--- config.mk ---
export PLATFORM = sky130hd
export DESIGN_NAME = lia_front
export DESIGN_NICKNAME = d
export VERILOG_FILES = /design/src/hdl/lap_interval_logger_average_macros.svh /design/src/hdl/lia_pkg.sv /design/src/hdl/lia_front.sv
export SDC_FILE = /design/constraint.sdc
export NUM_CORES = 1
export LEC_CHECK = 0
export BUFFER_PORTS_ARGS = -buffer_cell sky130_fd_sc_hd__clkbuf_2
export CORE_ASPECT_RATIO = 0.7
export CORE_UTILIZATION = 57
export CTS_BUF_LIST = sky130_fd_sc_hd__clkbuf_4 sky130_fd_sc_hd__clkbuf_8
export CTS_CLUSTER_SIZE = 25
export DETAILED_ROUTE_END_ITERATION = 8
export GPL_TIMING_DRIVEN = 0
export HOLD_SLACK_MARGIN = 0.03
export MAX_ROUTING_LAYER = met4
export PLACE_DENSITY = 0.95
export SYNTH_ARGS = -nofsm -noshare
export SYNTH_HDL_FRONTEND = slang
export SYNTH_SLANG_ARGS = --single-unit
--- constraint.sdc ---
create_clock -name i_clk -period 7.9 [get_ports i_clk]
set_clock_uncertainty 0.05 [all_clocks]
set_input_delay 0.79 -clock i_clk [delete_from_list [all_inputs] [get_ports i_clk]]
set_output_delay 0.79 -clock i_clk [all_outputs]
set_load 0.01 [all_outputs]
--- src/hdl/lap_interval_logger_average_macros.svh ---
// ----------------------------------------------------------------------------
// Lap interval logger: assertion macros
// Implication and next-cycle implication checks, empty for synthesis.
// ----------------------------------------------------------------------------
`ifndef LAP_INTERVAL_LOGGER_AVERAGE_MACROS_SVH
`define LAP_INTERVAL_LOGGER_AVERAGE_MACROS_SVH

`ifndef SYNTHESIS
`define LIA_ASSERT_IMP(lbl, clk, rst_n, ante, cons) \
    lbl: assert property (@(posedge clk) disable iff (!rst_n) (ante) |-> (cons)) \
        else $error("lia assertion failed");
`define LIA_ASSERT_NEXT(lbl, clk, rst_n, ante, cons) \
    lbl: assert property (@(posedge clk) disable iff (!rst_n) (ante) |=> (cons)) \
        else $error("lia assertion failed");
`else
`define LIA_ASSERT_IMP(lbl, clk, rst_n, ante, cons)
`define LIA_ASSERT_NEXT(lbl, clk, rst_n, ante, cons)
`endif

`endif

--- src/hdl/lia_pkg.sv ---
// ----------------------------------------------------------------------------
// Lap interval logger package
// Widths, depths, command type and sequencer states shared by the block.
// ----------------------------------------------------------------------------
`default_nettype none

package lia_pkg;

    localparam int LOG_DEPTH = 256;
    localparam int IDX_W     = $clog2(LOG_DEPTH);
    localparam int CNT_W     = $clog2(LOG_DEPTH + 1);
    localparam int IV_W      = 32;
    localparam int TS_W      = 64;
    localparam int SUM_W     = IV_W + IDX_W;
    localparam int LEN_W     = 9;
    localparam int ENT_W     = 9;
    localparam int LEN_RESET = 256;
    localparam int DCNT_W    = $clog2(SUM_W + 1);

    localparam int QDEPTH    = 2;
    localparam int QPTR_W    = $clog2(QDEPTH);
    localparam int QCNT_W    = $clog2(QDEPTH + 1);

    localparam logic FUNC_LAP   = 1'b0;
    localparam logic FUNC_CLEAR = 1'b1;

    typedef struct packed {
        logic            clr;
        logic [TS_W-1:0] ts;
    } t_cmd;

    typedef enum logic [2:0] {
        S_IDLE,
        S_CALC,
        S_LAP,
        S_UPD,
        S_DIVGO,
        S_DIVW,
        S_OUT
    } t_back_state;

endpackage

`default_nettype wire

--- src/hdl/lia_front.sv ---
// ----------------------------------------------------------------------------
// Lap interval logger: front end
// Accept and classify items into a short command queue.
// ----------------------------------------------------------------------------
`default_nettype none

module lia_front
    import lia_pkg::*;
(
    input  wire logic            i_clk,
    input  wire logic            i_rst_n,
    input  wire logic            i_push,
    input  wire logic            i_func,
    input  wire logic [TS_W-1:0] i_timestamp,
    output logic                 o_full,
    output logic                 o_cmd_valid,
    output t_cmd                 o_cmd,
    input  wire logic            i_cmd_pop
);

    t_cmd              r_q [QDEPTH];
    logic [QPTR_W-1:0] r_wp;
    logic [QPTR_W-1:0] r_rp;
    logic [QCNT_W-1:0] r_cnt;
    logic              do_push;
    logic              do_pop;

    assign o_full      = (r_cnt == QCNT_W'(QDEPTH));
    assign o_cmd_valid = (r_cnt != '0);
    assign o_cmd       = r_q[r_rp];
    assign do_push     = i_push && !o_full;
    assign do_pop      = i_cmd_pop && o_cmd_valid;

    always_ff @(posedge i_clk) begin
        if (!i_rst_n) begin
            r_wp  <= '0;
            r_rp  <= '0;
            r_cnt <= '0;
        end else begin
            if (do_push) begin
                r_wp <= (r_wp == QPTR_W'(QDEPTH - 1)) ? '0 : r_wp + QPTR_W'(1);
            end
            if (do_pop) begin
                r_rp <= (r_rp == QPTR_W'(QDEPTH - 1)) ? '0 : r_rp + QPTR_W'(1);
            end
            if (do_push && !do_pop) begin
                r_cnt <= r_cnt + QCNT_W'(1);
            end else if (do_pop && !do_push) begin
                r_cnt <= r_cnt - QCNT_W'(1);
            end
        end
    end

    always_ff @(posedge i_clk) begin
        if (do_push) begin
            r_q[r_wp].clr <= (i_func == FUNC_CLEAR);
            r_q[r_wp].ts  <= i_timestamp;
        end
    end

endmodule

`default_nettype wire

Word-level counts from Yosys, hierarchy flattened
Memories as Yosys holds them, arrays and structs flattened. A register that Yosys moved wholly into a read port is not among the register bits.
Index checks and enable logic that the tools add are counted.
- shift-type cells: 0
- divide/modulo/power cells: 0
- $add $sub $neg: 4
- equality and inequality tests: 1
- reduce and logical (&&, ||, !) cells: 9
- multipliers: 0
- muxes and demuxes: 8
- bitwise operators: 0
- $lt $le $gt $ge: 0
- operators by type and width (cell ; number):
    1-bit two-way mux ; 6
    1-bit logical AND ; 4
    2-bit two-way mux ; 2
    2-bit nonzero test ; 2
    1-bit zero test ; 3
    1-bit adder (second input constant) ; 2
    2-bit by 1-bit adder with 2-bit output (second input constant) ; 1
    2-bit == test (second input constant) ; 1
    2-bit by 1-bit subtractor with 2-bit output (second input constant) ; 1
- bits of input ports: 69
- memory bits (read-only): 0
- memories: 1
- latch bits: 0
- bits in registers: 4
- RAM bits: 130
- output and inout bits: 67
- memories (memory ; words ; width ; read ports ; clocked after Yosys merged registers in ; write ports ; line ; text):
    r_q ; 2 ; 65 ; 1 ; 1 ; 1 ; lia_front.sv:21 ; t_cmd r_q [QDEPTH];

Depth between registers and ports, before layout
- word-level depth: 7
- depth in mapped cells: 7

Worst setup path after synthesis
Ideal clock, no wire load.
- path type: in2reg
- start: input port i_push
- end: memory r_q[0][0] (netlist bit), enable pin
- slack: 3.956 ns
- path buffers: 0
- library setup time: 0.478 ns
- data required time: 7.372 ns
- arrival time: 3.416 ns
- stages: 2
- cells stage by stage: inv_1 -> nor3_2
- cells in the longest elaborated chain, start to end: 3
- ends and longest elaborated chain (item ; line ; text):
    start: declaration ; lia_front.sv:12 ; input wire logic i_push,
    1-bit logical AND ; lia_front.sv:31 ; assign do_push = i_push && !o_full;
    1-bit two-way mux ; lia_front.sv:55 ; if (do_push) begin
    1-bit two-way mux (implied by the code) ; lia_front.sv:57 ; r_q[r_wp].ts <= i_timestamp;
    end: declaration ; lia_front.sv:21 ;
No other way between the ends.

==> impl_metrics.env <==
export IMPL_dpl_cell_area_sq_um=5880
export IMPL_cts_setup_buffers=0
export IMPL_clk_pin_slew_ns=0.07
export IMPL_seqPwrFrac_pct=45.7
export IMPL_setup_ws_ns=5.40
export IMPL_end_kind="primary output"
export IMPL_synth_common_cells="edfxtp_1, mux2_2, buf_6, dfxtp_1, and2_1"
export IMPL_status="finished clean"
export IMPL_synthTopCellsByArea="edfxtp_1, mux2_2, dfxtp_1"
export IMPL_final_max_slew_viol_count=0
export IMPL_drc_errors=0
export IMPL_synth_top_area_cell="edfxtp_1"
export IMPL_synth_edf_count=130
export IMPL_clock_latency_ns=0.42
export IMPL_netlist_instances=227
export IMPL_stdcell_area_sq_um=6280
export IMPL_fin_util_pct=74.3
export IMPL_required_ns=7.06
export IMPL_r2r_cells=2
export IMPL_synth_area_sq_um=4940
export IMPL_slowest_stage="mux2_2"
export IMPL_antenna_found_initial=0
export IMPL_switching_power_w=0.000540
export IMPL_async_flop_share_pct=0
export IMPL_hold_class="flip-flop to flip-flop"
export IMPL_post_drt_wl_per_cell_um=16.7
export IMPL_cp_max_fo=10
export IMPL_via_per_inst=5.02
export IMPL_cts_hold_buf=0
export IMPL_reg2reg_slack_ns=6.01
export IMPL_rr_startpoint="r_cnt[0]$_SDFFE_PN0P_"
export IMPL_portBuffers=135
export IMPL_peakVddDrop_mv=0.220
export IMPL_swShare_pct=26.6
export IMPL_crit_chain="buf_4 -> buf_6 -> mux2_2 -> clkbuf_2"
export IMPL_r2r_end="r_q[1][9]$_DFFE_PP_"
export IMPL_cts_root_buf="clkbuf_8"
export IMPL_synth_mux_area_share_pct=14.8
export IMPL_criticalPathCategory="flip-flop to primary output"
export IMPL_drive_above_1_share_pct=61.8
export IMPL_grt_ovfl_total=0
export IMPL_grt_usage_pct=20.6
export IMPL_power_frac_comb_pct=26.5
export IMPL_synth_fa_ha_area_share_pct=0.253
export IMPL_syn_nets=297
export IMPL_numCtsBuffers=17
export IMPL_cts_tree="done"
export IMPL_die_x_um=113
export IMPL_syn_avg_cell_area_sq_um=21.8
export IMPL_drt_pass1_iter_count=4
export IMPL_synthFlopType="edfxtp_1"
export IMPL_critical_path_max_stage_delay_ns=0.35
export IMPL_totalWireLength_mm=8.63
export IMPL_finalHoldViolCount=0
export IMPL_drtIter0Drc=136
export IMPL_clock_sinks=135
export IMPL_intPower_w=0.00149
export IMPL_synth_top_area_share_pct=79.0
export IMPL_pwr_share_clk_pct=27.8
export IMPL_diodes=0
export IMPL_synth_compound_area_share_pct=0.658
export IMPL_cts_max_path_buffers=2
export IMPL_ioPinCount=136
export IMPL_grt_pass1_vias=2671
export IMPL_gp_congestion=0.709
export IMPL_drv_cap=0
export IMPL_power_density_nw_per_um2=323
export IMPL_worstHoldEndpoint="r_cnt[1]$_SDFFE_PN0P_"
export IMPL_tightest_slew_ns=0.895
export IMPL_pre_cts_ws_ns=5.71
export IMPL_slew_headroom_pct=40.3
export IMPL_synth_seq_cells=135
export IMPL_post_synth_top_count_cell="edfxtp_1"
export IMPL_die_area_sq_um=9050
export IMPL_holdPathStages=2
export IMPL_cp_start_kind="flip-flop"
export IMPL_max_freq_ghz=0.400
export IMPL_leakage_nw=2.41
export IMPL_finalCritPeriodShare_pct=31.7
export IMPL_dpl_cell_count=486
export IMPL_grt_max_degree=66
export IMPL_layout_nets=455
export IMPL_grt_first_pass_wirelength_mm=12.7
export IMPL_dpl_hpwl_mm=5.85
export IMPL_synth_xor_area_share_pct=0.532
export IMPL_initial_utilization_pct=58.5
export IMPL_ant_nets=0
export IMPL_setup_viol=0
export IMPL_synth_distinct_cells=23
export IMPL_fin_setup_tns_ns=0
export IMPL_rsz0062_at_grt="false"
export IMPL_dieHeight_um=79.9
export IMPL_core_area_sq_um=8440
export IMPL_synth_simple_gate_area_share_pct=1.16
export IMPL_cts_resized=0
export IMPL_period_minus_slack_ns=2.50
export IMPL_placementRows=28
export IMPL_synth_seq_area_share_pct=81.0
export IMPL_min_from="r_cnt[1]$_SDFFE_PN0P_"
export IMPL_synth_top_family_by_area="multiplexers"
export IMPL_yosysWarningCount=0
export IMPL_final_cells=518
export IMPL_cp_arrival_ns=1.66
export IMPL_cts_max_level=4
export IMPL_dr_total_vias=2599
export IMPL_area_growth_pct=27.0
## layout make-up
cell class                      count  area, sq um
Fill cell                         497         2170
Clock buffer                       21          270
Clock inverter                     11          131
Buffer                              7         68.8
Sequential cell                   135         4000
Inverter                            2         7.51
Multi-Input combinational cell     83          872
Tap cell                          120          150
Timing Repair Buffer              139          773
## layout by cell type (no fill, tap or decap), types with 2 or more instances in the layout
cell / netlist / final
bufinv_16: 0 / 3
buf_6: 5 / 5
clkbuf_4: 0 / 3
mux2_2: 65 / 65
buf_16: 0 / 3
clkbuf_8: 0 / 18
clkinv_2: 0 / 6
and2_1: 3 / 3
xnor2_1: 2 / 2
dfxtp_1: 5 / 5
edfxtp_1: 130 / 130
clkbuf_2: 0 / 135
## how the worst max path moves through the flow
stage                           endpoint  cells past startpoint  slack [ns]
finish                         o_cmd[25]                      4        5.40
global route                   o_cmd[25]                      4        5.29
CTS                            o_cmd[25]                      4        5.36
detailed placement   r_q[0][7]$_DFFE_PP_                      6        5.71
global placement    r_q[0][39]$_DFFE_PP_                      3        2.73
floorplan            r_q[0][0]$_DFFE_PP_                      2        3.96
## kinds of logic (layout without fill, tap and decap cells)
group                    count (synthesis)  in the layout
AO/OA/AOI/OAI                            5              5
AND/OR/NAND/NOR                          9              9
multiplexers                            65             65
flip-flops                             135            135
buffers and inverters                    9            180
XOR/XNOR                                 3              3
adder cells (fa/ha/maj)                  1              1
## through the flow
stage          hold WS, ns  power, W
2_1_floorplan        0.429   0.00127
3_3_place_gp         0.443   0.00143
3_5_place_dp         0.471   0.00148
4_1_cts              0.475   0.00205
5_1_grt              0.461   0.00211
6_report             0.485   0.00203
## state kept, by name, indices dropped and copies added, names as in the netlist, named ones only
name,cells
r_q,130
r_rp,1
r_cnt,2
r_wp,1
## worst max-delay path: cells and delay by family, from the launching register on
kind / cells / cell delay (ns)
mux: 1 / 0.35
flops: 1 / 0.34
buf+inv: 3 / 0.55
## power groups by stage
| stage | Sequential [W] | Combinational (W) | Clock, W |
|---|---|---|---|
| 3_5_place_dp | 0.000943 | 0.000541 | 0 |
| 2_1_floorplan | 0.000939 | 0.000326 | 0 |
| 6_report | 0.000927 | 0.000538 | 0.000565 |
| 5_1_grt | 0.000935 | 0.000573 | 0.000604 |
| 3_3_place_gp | 0.000946 | 0.000489 | 0 |
| 4_1_cts | 0.000928 | 0.000545 | 0.000577 |
## per-layer routing
metal | GRT usage [%] | vias up | wire length (um)
li1 | - | 1215 | -
met1 | 21.3 | 1262 | 3550
met2 | 34.5 | 111 | 4290
met3 | 9.26 | 11 | 687
met4 | 8.82 | 0 | 106
met5 | - | - | 0
(Power assumes the default switching activity.)
